File: src/rtl/core/spl_pkg.sv
// Package for the segment position lookup block.
// Holds widths, command and status codes and the structs shared by the core modules.
// No dependencies.
package spl_pkg;

   // Table geometry and field widths.
   localparam int MAX_SEGMENTS = 1024;
   localparam int SIZE_BITS    = 32;
   localparam int TOTAL_W      = 42;
   localparam int ADDR_W       = $clog2(MAX_SEGMENTS);
   localparam int COUNT_W      = ADDR_W + 1;
   localparam int CMD_W        = 2;
   localparam int STATUS_W     = 2;
   localparam int NUM_W        = 11;
   localparam int OFF_W        = 32;

   localparam logic [TOTAL_W-1:0] TOTAL_MAX = {TOTAL_W{1'b1}};

   // Request commands.
   localparam logic [CMD_W-1:0] CMD_CLEAR  = 2'd0;
   localparam logic [CMD_W-1:0] CMD_APPEND = 2'd1;
   localparam logic [CMD_W-1:0] CMD_QUERY  = 2'd2;

   // Response status codes.
   localparam logic [STATUS_W-1:0] STS_OK    = 2'd0;
   localparam logic [STATUS_W-1:0] STS_FULL  = 2'd1;
   localparam logic [STATUS_W-1:0] STS_RANGE = 2'd2;

   // Write port request toward the prefix memory.
   typedef struct packed {
      logic               en;
      logic [ADDR_W-1:0]  addr;
      logic [TOTAL_W-1:0] data;
   } ram_wr_type;

   // Read port request toward the prefix memory.
   typedef struct packed {
      logic              en;
      logic [ADDR_W-1:0] addr;
   } ram_rd_type;

   // One finished response.
   typedef struct packed {
      logic [STATUS_W-1:0] status;
      logic [NUM_W-1:0]    segment_number;
      logic [OFF_W-1:0]    offset_in_segment;
   } result_type;

endpackage

File: src/rtl/core/spl_req_if.sv
// Request channel of the segment position lookup block.
// Carries valid, ready and the command payload; depends on spl_pkg.
interface spl_req_if import spl_pkg::*; ();
   logic               valid;
   logic               ready;
   logic [CMD_W-1:0]   cmd;
   logic [TOTAL_W-1:0] value;

   modport source (output valid, cmd, value, input ready);
   modport sink   (input valid, cmd, value, output ready);
endinterface

File: src/rtl/core/spl_ctrl.sv
// Sequencer of the segment position lookup block: handles clear and append,
// and runs the lower-bound search over the prefix memory. Depends on spl_pkg
// and the request interface.
module spl_ctrl import spl_pkg::*; (
   input  logic               clock,
   input  logic               reset,
   spl_req_if.sink            req_ch,
   output ram_wr_type         ram_wr,
   output ram_rd_type         ram_rd,
   input  logic [TOTAL_W-1:0] ram_rd_data,
   output logic               res_valid,
   input  logic               res_ready,
   output result_type         res
);

   typedef enum logic [2:0] {
      ST_IDLE   = 3'b001,
      ST_SEARCH = 3'b010,
      ST_RESULT = 3'b100
   } state_type;

   state_type           state_ff, state_in;
   logic [COUNT_W-1:0]  count_ff, count_in;
   logic [TOTAL_W-1:0]  total_ff, total_in;
   logic [COUNT_W-1:0]  lo_ff, lo_in;
   logic [COUNT_W-1:0]  hi_ff, hi_in;
   logic [ADDR_W-1:0]   mid_ff, mid_in;
   logic [TOTAL_W-1:0]  before_ff, before_in;
   logic [TOTAL_W-1:0]  value_ff, value_in;
   logic [STATUS_W-1:0] status_ff, status_in;
   logic                found_ff, found_in;

   logic [TOTAL_W:0]    sum_wide;
   logic [TOTAL_W-1:0]  sum_sat;
   logic                less;
   logic [COUNT_W-1:0]  step_lo;
   logic [COUNT_W-1:0]  step_hi;
   logic [TOTAL_W-1:0]  step_before;
   logic [ADDR_W-1:0]   step_mid;
   logic [TOTAL_W-1:0]  offset_wide;

   // Saturating running total for an append.
   assign sum_wide = {1'b0, total_ff} + (TOTAL_W + 1)'(req_ch.value[SIZE_BITS-1:0]);
   assign sum_sat  = sum_wide[TOTAL_W] ? TOTAL_MAX : sum_wide[TOTAL_W-1:0];

   // One search step on the entry read for mid_ff. The last entry probed
   // below the position is the prefix just before the chosen segment.
   assign less        = ram_rd_data < value_ff;
   assign step_lo     = less ? ({1'b0, mid_ff} + COUNT_W'(1)) : lo_ff;
   assign step_hi     = less ? hi_ff : {1'b0, mid_ff};
   assign step_before = less ? ram_rd_data : before_ff;
   assign step_mid    = ADDR_W'(step_lo + ((step_hi - step_lo) >> 1));

   // Sequencing. Appends write in the accept cycle and searches read only
   // later, so a read never overlaps a write to the same entry.
   always_comb begin
      state_in     = state_ff;
      count_in     = count_ff;
      total_in     = total_ff;
      lo_in        = lo_ff;
      hi_in        = hi_ff;
      mid_in       = mid_ff;
      before_in    = before_ff;
      value_in     = value_ff;
      status_in    = status_ff;
      found_in     = found_ff;
      ram_wr       = '0;
      ram_rd       = '0;
      req_ch.ready = (state_ff == ST_IDLE);

      unique case (state_ff)
         ST_IDLE: begin
            if (req_ch.valid) begin
               status_in = STS_OK;
               found_in  = 1'b0;
               state_in  = ST_RESULT;
               case (req_ch.cmd)
                  CMD_CLEAR: begin
                     count_in = '0;
                     total_in = '0;
                  end
                  CMD_APPEND: begin
                     if (count_ff >= COUNT_W'(MAX_SEGMENTS)) begin
                        status_in = STS_FULL;
                     end else begin
                        ram_wr.en   = 1'b1;
                        ram_wr.addr = count_ff[ADDR_W-1:0];
                        ram_wr.data = sum_sat;
                        count_in    = count_ff + COUNT_W'(1);
                        total_in    = sum_sat;
                     end
                  end
                  CMD_QUERY: begin
                     if (req_ch.value == '0 || req_ch.value > total_ff ||
                         count_ff == '0) begin
                        status_in = STS_RANGE;
                     end else begin
                        value_in    = req_ch.value;
                        lo_in       = '0;
                        hi_in       = count_ff;
                        before_in   = '0;
                        mid_in      = ADDR_W'(count_ff >> 1);
                        ram_rd.en   = 1'b1;
                        ram_rd.addr = ADDR_W'(count_ff >> 1);
                        state_in    = ST_SEARCH;
                     end
                  end
                  default: begin
                     status_in = STS_OK;
                  end
               endcase
            end
         end
         ST_SEARCH: begin
            lo_in     = step_lo;
            hi_in     = step_hi;
            before_in = step_before;
            if (step_lo < step_hi) begin
               mid_in      = step_mid;
               ram_rd.en   = 1'b1;
               ram_rd.addr = step_mid;
            end else begin
               found_in = 1'b1;
               state_in = ST_RESULT;
            end
         end
         ST_RESULT: begin
            if (res_ready) begin
               state_in = ST_IDLE;
            end
         end
         default: begin
            state_in = ST_IDLE;
         end
      endcase
   end

   // Control state.
   always_ff @(posedge clock) begin
      if (reset) begin
         state_ff  <= ST_IDLE;
         count_ff  <= '0;
         total_ff  <= '0;
         status_ff <= STS_OK;
         found_ff  <= 1'b0;
      end else begin
         state_ff  <= state_in;
         count_ff  <= count_in;
         total_ff  <= total_in;
         status_ff <= status_in;
         found_ff  <= found_in;
      end
   end

   // Search working registers.
   always_ff @(posedge clock) begin
      lo_ff     <= lo_in;
      hi_ff     <= hi_in;
      mid_ff    <= mid_in;
      before_ff <= before_in;
      value_ff  <= value_in;
   end

   // Finished result, offered while in the result state.
   assign offset_wide           = value_ff - before_ff;
   assign res_valid             = (state_ff == ST_RESULT);
   assign res.status            = status_ff;
   assign res.segment_number    = found_ff ? NUM_W'(lo_ff + COUNT_W'(1)) : '0;
   assign res.offset_in_segment = found_ff ? offset_wide[OFF_W-1:0] : '0;

endmodule

File: src/flat_wrapper.sv
// flat-port wrapper written by rule: the top's interface ports become plain ports
module spl_ctrl_flat import spl_pkg::*;
  (clock, reset, ram_wr, ram_rd, ram_rd_data, res_valid, res_ready, res, req_ch_valid, req_ch_cmd, req_ch_value, req_ch_ready);
  spl_req_if req_ch_i ();
  input  logic clock;
  input  logic reset;
  output ram_wr_type ram_wr;
  output ram_rd_type ram_rd;
  input  logic [TOTAL_W-1:0] ram_rd_data;
  output logic res_valid;
  input  logic res_ready;
  output result_type res;
  input wire logic [$bits(req_ch_i.valid)-1:0] req_ch_valid;
  input wire logic [$bits(req_ch_i.cmd)-1:0] req_ch_cmd;
  input wire logic [$bits(req_ch_i.value)-1:0] req_ch_value;
  output wire logic [$bits(req_ch_i.ready)-1:0] req_ch_ready;
  assign req_ch_i.valid = req_ch_valid;
  assign req_ch_i.cmd = req_ch_cmd;
  assign req_ch_i.value = req_ch_value;
  assign req_ch_ready = req_ch_i.ready;
  spl_ctrl u_core (.clock(clock), .reset(reset), .req_ch(req_ch_i), .ram_wr(ram_wr), .ram_rd(ram_rd), .ram_rd_data(ram_rd_data), .res_valid(res_valid), .res_ready(res_ready), .res(res));
endmodule
File: config.mk
export PLATFORM = sky130hd
export DESIGN_NAME = spl_ctrl_flat
export DESIGN_NICKNAME = d
export VERILOG_FILES = /design/src/rtl/core/spl_pkg.sv /design/src/rtl/core/spl_req_if.sv /design/src/rtl/core/spl_ctrl.sv /design/src/flat_wrapper.sv
export SDC_FILE = /design/constraint.sdc
export NUM_CORES = 1
export LEC_CHECK = 0
export ABC_AREA = 1
export BUFFER_PORTS_ARGS = -buffer_cell sky130_fd_sc_hd__buf_4
export CORE_ASPECT_RATIO = 0.6
export CORE_UTILIZATION = 25
export CTS_CLUSTER_SIZE = 40
export DETAILED_ROUTE_END_ITERATION = 8
export SLEW_MARGIN = 20
export SYNTH_ARGS = -nofsm -noshare
export SYNTH_HDL_FRONTEND = slang
export SYNTH_SLANG_ARGS = --single-unit
File: constraint.sdc
create_clock -name clock -period 15.9 [get_ports clock]
set_clock_uncertainty 0.05 [all_clocks]
set_input_delay 3.18 -clock clock [delete_from_list [all_inputs] [get_ports clock]]
set_output_delay 3.18 -clock clock [all_outputs]
set_load 0.01 [all_outputs]
# Word-level counts from Yosys, hierarchy flattened
# Index checks and enable logic that the tools add are counted.
# word_totals
ff_bits,165
inputBits,90
elab_cells,98
# classes
add_sub_neg,7
n_lt_le_gt_ge,4
n_eq_ne,13
muxes,48
bitwise_logic,1
n_reduce_logical,15
# ops
cell,count
$mux 53,4
$mux 32,5
$mux 11,14
$pmux 11 s2,4
$mux 42,2
$pmux 42 s2,1
$pmux 32 s2,1
$add 42x32->43,1
$gt 42x42->1,1
$logic_not 42->1,1
$lt 42x42->1,1
$mux 10,4
$sub 32x32->32,1
$add 11x1->11 const B,2
$pmux 10 s2,1
$mux 3,5
$reduce_and 4->1,3
$add 10x1->11 const B,1
$ge 11x11->1 const B,1
$logic_not 11->1,1
$lt 11x11->1,1
$sub 11x11->11,1
$add 10x10->10,1
$reduce_and 5->1,2
other kinds (18),29

# Longest topological paths before layout
# Gate-level depths: netlist of run 1.
# depth
depth_word,7
ltp_mapped,35

# Worst setup path after synthesis of run 1
# OpenSTA, ideal clock, no wires.
# synth_path
path_type,input to output
startpoint,in ram_rd_data[33]
endpoint,out ram_rd[8] (netlist bit)
arrival_ns,7.053
setup_slack_ns,5.617
cell_stages,25
path_buffers,2
cell_sequence,ha_1 -> a21o_1 -> nor2_1 -> nand2_1 -> a21oi_4 -> nand3_2 -> buf_4 -> clkbuf_1 -> o21ai_0 -> inv_1 -> fa_1 -> inv_1 -> nand2_1 -> nand3_1 -> a21oi_1 -> o21ai_0 -> xor2_1 -> ha_1 -> nand2_1 -> nor2_1 -> a211oi_1 -> nand2_1 -> nand2_1 -> nand3_1 -> nand2_1
# synth_rtl
element,line_no,source
from (decl),flat_wrapper.sv:9,input logic [TOTAL_W-1:0] ram_rd_data;
to (decl),flat_wrapper.sv:8,output ram_rd_type ram_rd;

==> flow_summary.toml, run 1 <==
[synthesis]
yosysTopAreaCellShare_pct = 21.9
syn_nets = 2311
ys_types = 63
yosysWarnings = 0
synthArstFlopShare_pct = 0
synth-edff-count = 106
yosysSeqAreaShare_pct = 30.1
synth_ff_type = "edfxtp_1"
post_synth.cell_area_avg_um2 = 7.10
synth-seq-cells = 165
syn_inst = 2046
synth_top_cell_by_area = "edfxtp_1"
syn_area_um2 = 14500
netlist_top_cells_area = "edfxtp_1, ha_1, inv_1"

[cts]
post_cts_resized = 0
cts_root_buf = "clkbuf_16"
cts_sinks = 165
ctsLongestPathBuffers = 2
clk_latency_ns = 0.45
tritoncts = "done"
cts_setup_buffers = 0
clk_pin_slew_ns = 0.07
cts_buffers = 17
htreeDepth = 4
hold_buffers = 0

[drt]
drt_iter0_drc = 1007
drc = 0
wire_per_inst_um = 16.7
postRouteAntennaNets = 0
routed_wl_um = 50400
drt_pass1_iterations = 5
via_per_inst = 4.52
num_vias = 13700

[critical_path]
critPathCaptureType = "primary output"
critical_path_required_ns = 12.67
path_common_cell = "nand2_1"
crit_type = "in -> out"
start_kind = "primary input"
crit_slowest_cell = "inv_1"
worstPathMaxFanout = 25
cpPeakStageDelay_ns = 0.59
worst_ep_arrival_time_ns = 8.34

[power_and_ir_drop]
seqPwrFrac_pct = 36.3
clock_power_share_pct = 33.7
swShare_pct = 35.8
power.density_nw_per_um2 = 78.1
ir_drop_uv = 70.9
combPwrFrac_pct = 30.1
intPower_mw = 0.879
leakage_nw = 8.68
switching_power_mw = 0.490

[grt]
grt_max_degree = 69
grt_pass1_wl_um = 76200
grt_pass1_vias = 12600
grt-ovfl-total = 0
grt_usage_pct = 17.1
antenna_found_initial = 6

[timing]
finalHoldViolCount = 0
rsz0062_at_grt = "false"
min_period_ns = 11.57
drv_slew = 0
worst_pin_slew_ns = 0.926
finalCritPeriodShare_pct = 72.7
fmax_mhz = 86.5
max-slew-margin-rel_pct = 38.2
setup_tns_ns = 0
setup_viol = 0
worst_slack_ns = 4.33

[floorplan]
initial_core_util_pct = 25.3
die_x_um = 313
core_area_um2 = 57400
row_count = 68
dieArea_um2 = 59100
die_y_um = 189
pin_count = 201

[place]
dp_hpwl_um = 41600
dp_slack_ns = 4.38
gp_congestion = 0.935
numPortBuffers = 200

[run]
timing.max_cap.violations = 0

[layout]
most-common-layout-cells = "inv_1, nand2_1, nor2_1, buf_4, a21oi_1"
area_growth_pct = 20.7
finish.net_count = 2501
layout_commonest_cell = "inv_1"
final_layout_size_suffix_gt1_share_pct = 14.1

[outcome]
status = "finished clean"

[worst_hold_path]
hold_class = "reg -> reg"
[sequential cells by signal, summed over array words and instances (netlist names)]
name and cells:
u_core.total_ff 42, u_core.status_ff 2, u_core.state_ff 3, u_core.lo_ff 11, u_core.before_ff 32, u_core.value_ff 42, u_core.mid_ff 10, u_core.found_ff 1
u_core.count_ff 11, u_core.hi_ff 11
[path summary, 6_finish.rpt]
kind                            depth (start not counted)  slack, ns                          endpoint                             start
worst max-delay path                                   30       4.33                         ram_rd[9]                   ram_rd_data[29]
worst min register to register                          2       0.42  u_core.status_ff[1]$_SDFFE_PP0P_  u_core.status_ff[1]$_SDFFE_PP0P_
worst min-delay path                                    2       0.42  u_core.status_ff[1]$_SDFFE_PP0P_  u_core.status_ff[1]$_SDFFE_PP0P_
worst max register to register                         31      10.22        u_core.mid_ff[8]$_DFFE_PP_     u_core.value_ff[11]$_DFFE_PP_
[synthesized netlist by cell type (all sizes together) (16+ instances only)]
cell type,count
a21oi,200
edfxtp,106
ha,171
nor4,16
nor3,40
nor2,231
nand3,68
clkbuf,28
inv,438
nand4,25
xor2,48
o21ai,116
dfxtp,59
nand2,396
[stage by stage]
stage	cells	util (%)	hold slack (ns)	instance area, µm²	power, mW
2_1_floorplan	2046	-	0.405	14500	0.779
3_3_place_gp	2986	29.4	0.410	16900	0.910
3_5_place_dp	2987	29.4	0.415	16900	0.912
4_1_cts	3019	30.5	0.426	17500	1.38
5_1_grt	3020	30.5	0.443	17500	1.45
6_report	3021	30.5	0.422	17500	1.37
[final cells by class]
cell class | count | area [µm²]
repair buffers | 207 | 1570
clock inverters | 14 | 189
diodes | 2 | 5.00
flip-flops and latches | 165 | 4360
multi-input cells | 1405 | 8350
well taps | 770 | 963
fillers | 6279 | 39900
inverters | 440 | 1650
clock buffers | 18 | 429
[worst max-delay path: cells and delay by family]
kind | cells | cell delay [ns]
adder cells (fa/ha/maj) | 3 | 1.03
AO/OA/AOI/OAI | 6 | 1.10
AND/OR/NAND/NOR | 13 | 1.61
XOR/XNOR | 1 | 0.16
buffers and inverters | 7 | 1.28
[logic make-up (layout without fill, tap and decap cells)]
family / Yosys count / in the layout / synth area share, %
other: 0 / 2 / 0
buffers and inverters: 476 / 679 / 12.7
DFF: 165 / 165 / 30.1
xor gates and xnor gates: 56 / 56 / 3.38
and+or+nand+nor: 789 / 789 / 23.3
adders and majority gates: 175 / 175 / 15.3
AOI/OAI and AO/OA: 385 / 385 / 15.4
[metal layers]
metal  vias up  GRT usage, %  routed length [µm]
li1       7018             -                   -
met1      6222          27.5               27400
met2       388          22.5               18600
met3        28          3.76                3820
met4         8          2.78                 453
met5         -             0                  52
[power groups by stage]
stage	Combinational [mW]	Sequential, mW	Clock (mW)
floorplan	0.276	0.503	0
global placement	0.403	0.506	0
detailed placement	0.405	0.506	0
CTS	0.408	0.497	0.472
global route	0.463	0.500	0.489
finish	0.411	0.497	0.461
No activity file was read; power rests on OpenSTA's default activity.
==> run 2, diff against run 1 <==
- ABC_AREA: 1 -> 0
- clock period: 15.9 -> 10.2 ns (I/O delays scaled with it)
==> run 2 against run 1 <==
Against the previous run:
- final area down 1.8%
- sequential share of layout area up 0.45 points
- critical path depth down 5
- die area down 2.6%
- hold slack worse by 0.0072 ns
==> flow_summary.toml, run 2 <==
[critical_path]
critPathLaunch = "ram_rd_data[11]"
path_common_cell = "a21oi_1"
crit_type = "in -> out"
critPathCaptureType = "primary output"
r2r-start = "u_core.value_ff[11]$_DFFE_PP_"
worstPathMaxFanout = 10
cp_top_family = "compound AO/OA/AOI/OAI gates"
crit_cells = 25
rrSetupSlack_ns = 4.19
r2r_end = "u_core.mid_ff[9]$_DFFE_PP_"
rr_worst_depth = 24
cp-endpoint = "ram_rd[9]"
crit_buf_inv = 4
start_kind = "primary input"
cpPeakStageDelay_ns = 0.47
worst_ep_arrival_time_ns = 7.52
crit_slowest_cell = "o21ai_0"
critical_path_required_ns = 8.11

[layout]
fill_cells = 5974
finish.net_count = 2176
area_growth_pct = 21.7
instances_no_fill = 2686
final_design_area_no_fill_um2 = 17200
most-common-layout-cells = "buf_4, inv_1, ha_1, a21oi_1, nor2_1"
final_layout_size_suffix_gt1_share_pct = 15.2
layout_commonest_cell = "buf_4"
top_regs = "u_core.total_ff (42), u_core.value_ff (42), u_core.before_ff (32)"

[worst_hold_path]
hold_depth = 2
hold_class = "reg -> reg"

[drt]
wire_per_inst_um = 19.3
routed_wl_um = 51900
drt_pass1_iterations = 5
via_per_inst = 4.97
postRouteAntennaNets = 0
drc = 0
num_vias = 13300
drt_iter0_drc = 1287

[timing]
max-slew-margin-rel_pct = 34.4
finalHoldWorstSlack_ns = 0.415
min_period_ns = 9.61
drv_slew = 0
fmax_mhz = 104
setup_viol = 0
rsz0062_at_grt = "false"
setup_tns_ns = 0
finalHoldViolCount = 0
finalCritPeriodShare_pct = 94.2
worst_pin_slew_ns = 0.982

[cts]
ctsLongestPathBuffers = 2
htreeDepth = 4
clk_pin_slew_ns = 0.07
clk_latency_ns = 0.46
cts_root_buf = "clkbuf_16"
cts_setup_buffers = 0
cts_sinks = 165
hold_buffers = 0
cts_buffers = 17
post_cts_resized = 0
tritoncts = "done"

[place]
placed_cell_area_um2 = 16600
numPortBuffers = 200
dp_cells = 2651
dp_hpwl_um = 41900
gp_congestion = 1.00

[synthesis]
netlist_top_cells_area = "edfxtp_1, ha_1, dfxtp_1"
yosysWarnings = 0
synth_ff_type = "edfxtp_1"
synthTopCellsByCount = "inv_1, ha_1, a21oi_1"
synth-edff-count = 106
synth-seq-cells = 165
syn_nets = 1988
synth_top_cell_by_area = "edfxtp_1"
synth_most_common_cell = "inv_1"
post_synth.cell_area_avg_um2 = 8.21
syn_inst = 1723
synthArstFlopShare_pct = 0
syn_area_um2 = 14100
ys_types = 90
yosysSeqAreaShare_pct = 30.9
yosysTopAreaCellShare_pct = 22.5

[floorplan]
die_y_um = 186
dieArea_um2 = 57600
initial_core_util_pct = 25.3
pin_count = 201
die_x_um = 309
core_area_um2 = 55800
row_count = 67

[grt]
grt_usage_pct = 18.0
grt_pass1_wl_um = 77500
grt-ovfl-total = 0
grt_max_degree = 49
antenna_found_initial = 3
grt_pass1_vias = 12600

[power_and_ir_drop]
seqPwrFrac_pct = 39.5
combPwrFrac_pct = 23.3
power.density_nw_per_um2 = 107
ir_drop_uv = 136
swShare_pct = 31.9
leakage_nw = 7.55
power.total_mw = 1.85
intPower_mw = 1.26
clock_power_share_pct = 37.2
switching_power_mw = 0.590

[run]
timing.max_cap.violations = 0

[outcome]
status = "finished clean"
run 2: cells by family (layout without fill, tap and decap cells):
logic type	Yosys count	count (layout)	share of synthesized area [%]
mux	6	6	0.451
other cells	0	3	0
xor+xnor	84	84	5.20
compound gates	452	452	20.6
flops	165	165	30.9
buf+inv	276	477	7.41
fa+ha+maj	175	175	15.7
simple gates	565	565	19.8
run 2: cell type report:
| class | instances | area (µm²) | share of cell area, % |
|---|---|---|---|
| multi-input combinational | 1282 | 8770 | 51.0 |
| sequential | 165 | 4360 | 25.4 |
| timing repair buffer | 225 | 1700 | 9.89 |
| tap | 759 | 950 | 5.52 |
| inverter | 220 | 826 | 4.80 |
| clock buffer | 17 | 425 | 2.47 |
| clock inverter | 15 | 168 | 0.974 |
| antenna | 3 | 7.51 | 0.0436 |
run 2: per-stage QoR:
stage | util (%) | setup slack (ns)
after detailed placement | 29.8 | 0.735
after global placement | 29.8 | 0.766
after CTS | 30.8 | 0.678
after global routing | 30.8 | 0.192
final | 30.8 | 0.592
after floorplan | - | 1.49
run 2: worst min-delay path by stage:
stage | end | start | slack [ns]
after global routing | u_core.status_ff[0]$_SDFFE_PP0P_ | u_core.status_ff[0]$_SDFFE_PP0P_ | 0.45
after global placement | u_core.status_ff[0]$_SDFFE_PP0P_ | u_core.status_ff[0]$_SDFFE_PP0P_ | 0.41
final | u_core.status_ff[0]$_SDFFE_PP0P_ | u_core.status_ff[0]$_SDFFE_PP0P_ | 0.41
after CTS | u_core.status_ff[0]$_SDFFE_PP0P_ | u_core.status_ff[0]$_SDFFE_PP0P_ | 0.42
after floorplan | u_core.total_ff[10]$_SDFFE_PP0P_ | u_core.total_ff[10]$_SDFFE_PP0P_ | 0.40
after detailed placement | u_core.status_ff[0]$_SDFFE_PP0P_ | u_core.status_ff[0]$_SDFFE_PP0P_ | 0.41
run 2: per-layer routing:
| layer | global-route usage (%) | up-vias | wire, µm |
|---|---|---|---|
| li1 | - | 6469 | - |
| met1 | 27.0 | 6376 | 26000 |
| met2 | 25.9 | 458 | 21400 |
| met3 | 3.54 | 44 | 3810 |
| met4 | 4.24 | 0 | 733 |
| met5 | 0 | - | 0 |
run 2: tightest hold or removal path, cell delays in order, from the launching register on:
cell	delay (ns)
dfxtp_1	0.32
nand2_1	0.05
a21oi_1	0.05
run 2: power by group through the flow:
stage	registers, mW	logic [mW]	clock network (mW)
CTS	0.729	0.425	0.703
floorplan	0.743	0.268	0
finish	0.730	0.431	0.687
global route	0.731	0.470	0.727
global placement	0.744	0.418	0
detailed placement	0.745	0.422	0
==> run 3, diff against run 2 <==
--- a/config.mk
+++ b/config.mk
@@ -12,4 +12,5 @@
 export CTS_CLUSTER_SIZE = 40
 export DETAILED_ROUTE_END_ITERATION = 8
+export MAX_ROUTING_LAYER = met4
 export SLEW_MARGIN = 20
 export SYNTH_ARGS = -nofsm -noshare
==> constraint.sdc (replaced) <==
create_clock -name clock -period 10.2 [get_ports clock]
set_clock_uncertainty 0.05 [all_clocks]
set_input_delay 1.53 -clock clock [delete_from_list [all_inputs] [get_ports clock]]
set_output_delay 1.53 -clock clock [all_outputs]
set_load 0.01 [all_outputs]
==> run 3 against run 2 <==
Against the previous run:
- cell count is 0.37% lower
- sequential share of layout area increased by 0.059 points
- non-clock buffer count down 9
- routed wire length is 0.39% higher
- sequential power hardly changed
- maximum frequency increased by 3.4%
- register-to-register slack worse by 0.59 ns
- first-iteration DRC count fell by 9.3%
==> flow_summary.toml, run 3 (same netlist as run 2, synthesis figures left out) <==
[cts]
tritoncts = "done"
htreeDepth = 4
cts_buffers = 17
cts_root_buf = "clkbuf_16"
hold_buffers = 0
cts_setup_buffers = 0
ctsLongestPathBuffers = 2
clk_latency_ns = 0.45
cts_sinks = 165
post_cts_resized = 0
clk_pin_slew_ns = 0.07

[timing]
max-slew-margin-rel_pct = 33.4
finalCritPeriodShare_pct = 91.1
min_period_ns = 9.29
fmax_mhz = 108
setup_tns_ns = 0
rsz0062_at_grt = "false"
worst_pin_slew_ns = 0.997
finalHoldViolCount = 0
setup_viol = 0
drv_slew = 0

[layout]
area_growth_pct = 21.4
most-common-layout-cells = "inv_1, buf_4, ha_1, a21oi_1, nor2_1"
layout_commonest_cell = "inv_1"
fill_cells = 5930
multiInputGateArea_um2 = 8770
register_area_um2 = 4360
post-route-util_pct = 30.8
final_layout_size_suffix_gt1_share_pct = 14.7
top_regs = "u_core.total_ff (42), u_core.value_ff (42), u_core.before_ff (32)"
finish.net_count = 2167

[critical_path]
cpPeakStageDelay_ns = 0.70
worst_ep_arrival_time_ns = 7.71
cp_top_family = "compound AO/OA/AOI/OAI gates"
critical_path_required_ns = 8.62
crit_type = "in -> out"
crit_slowest_cell = "nor4_1"
start_kind = "primary input"
worstPathMaxFanout = 15
crit_buf_inv = 5
critPathCaptureType = "primary output"

[worst_hold_path]
hold_class = "reg -> reg"

[floorplan]
die_y_um = 186
pin_count = 201
dieArea_um2 = 57600
core_area_um2 = 55800
die_x_um = 309
row_count = 67
initial_core_util_pct = 25.3

[power_and_ir_drop]
leakage_nw = 7.52
ir_drop_uv = 124
power.density_nw_per_um2 = 109

[grt]
grt_usage_pct = 18.4
grt-ovfl-total = 0
grt_pass1_wl_um = 76800
grt_max_degree = 49
grt_pass1_vias = 12400
antenna_found_initial = 2

[outcome]
status = "finished clean"

[drt]
drt_iter0_drc = 1167
drt_pass1_iterations = 5
drc = 0
routed_wl_um = 52100
num_vias = 13500
via_per_inst = 5.05
wire_per_inst_um = 19.5
postRouteAntennaNets = 0

[place]
numPortBuffers = 200
gp_congestion = 1.00
dp_hpwl_um = 42100

[run]
timing.max_cap.violations = 0
==> run 3: changes by cell type in the layout (fill, tap and decap cells not counted), sizes merged <==
cell	previous run	this run
clkinvlp	1	0
inv	226	222
diode	3	2
bufinv	2	3
clkinv	6	7
buf	225	216
clkbuf	17	20
==> run 3: routing by layer <==
metal | track usage, % | share of wire, % | vias up
li1 | - | - | 6445
met1 | 26.5 | 49 | 6463
met2 | 25.1 | 40 | 537
met3 | 3.82 | 7.7 | 66
met4 | 5.90 | 2.9 | 0
met5 | - | 0 | -
==> run 3: area by class of cell <==
type	instances	area share, %
multi-input combinational	1282	51.1
sequential	165	25.4
timing repair buffer	216	9.44
tap	759	5.53
inverter	220	4.81
clock buffer	20	2.72
clock inverter	12	0.976
antenna	2	0.0291
==> run 3: worst paths after layout <==
| path | startpoint | slack [ns] | cells past startpoint | endpoint |
|---|---|---|---|---|
| worst max-delay path | ram_rd_data[25] | 0.91 | 27 | ram_rd[9] |
| worst min-delay path | u_core.status_ff[0]$_SDFFE_PP0P_ | 0.42 | 2 | u_core.status_ff[0]$_SDFFE_PP0P_ |
| worst max register to register | u_core.value_ff[25]$_DFFE_PP_ | 3.60 | 26 | u_core.mid_ff[9]$_DFFE_PP_ |
| worst min register to register | u_core.status_ff[0]$_SDFFE_PP0P_ | 0.42 | 2 | u_core.status_ff[0]$_SDFFE_PP0P_ |
==> run 3: worst register-to-register path, cell delays in order (launching register included) <==
cell      delay (ns)
edfxtp_1        0.42
inv_1           0.06
ha_1            0.33
nand4_1         0.15
nor4_1          0.70
a221o_1         0.39
o31ai_2         0.17
nand3_2         0.18
buf_4           0.24
nand2_1         0.08
o21ai_0         0.24
ha_1            0.32
inv_1           0.07
a21oi_1         0.47
o211ai_1        0.26
a31oi_1         0.24
o21bai_1        0.09
xor2_1          0.15
ha_1            0.34
a21o_1          0.18
a21oi_1         0.18
inv_1           0.08
a21oi_1         0.14
o21ai_1         0.10
a31oi_1         0.22
xor2_1          0.36
o21ai_1         0.13
==> run 3: report_power, final <==
part / internal (mW) / leakage [nW] / switching [mW] / total, mW
combinational: 0.165 / 5.76 / 0.263 / 0.427
sequential: 0.722 / 1.46 / 0.00719 / 0.729
clock: 0.412 / 0.312 / 0.302 / 0.714
==> run 3: stage by stage <==
step                worst slack, ns  instances  hold slack, ns  instance area [µm²]  power (mW)
global route                  0.630       2676           0.438                17200        1.95
global placement               1.21       2642           0.406                16500        1.16
floorplan                      2.51       1723           0.403                14100        1.01
detailed placement             1.10       2642           0.407                16500        1.16
finish                        0.911       2676           0.419                17200        1.87
CTS                            1.07       2674           0.420                17200        1.88
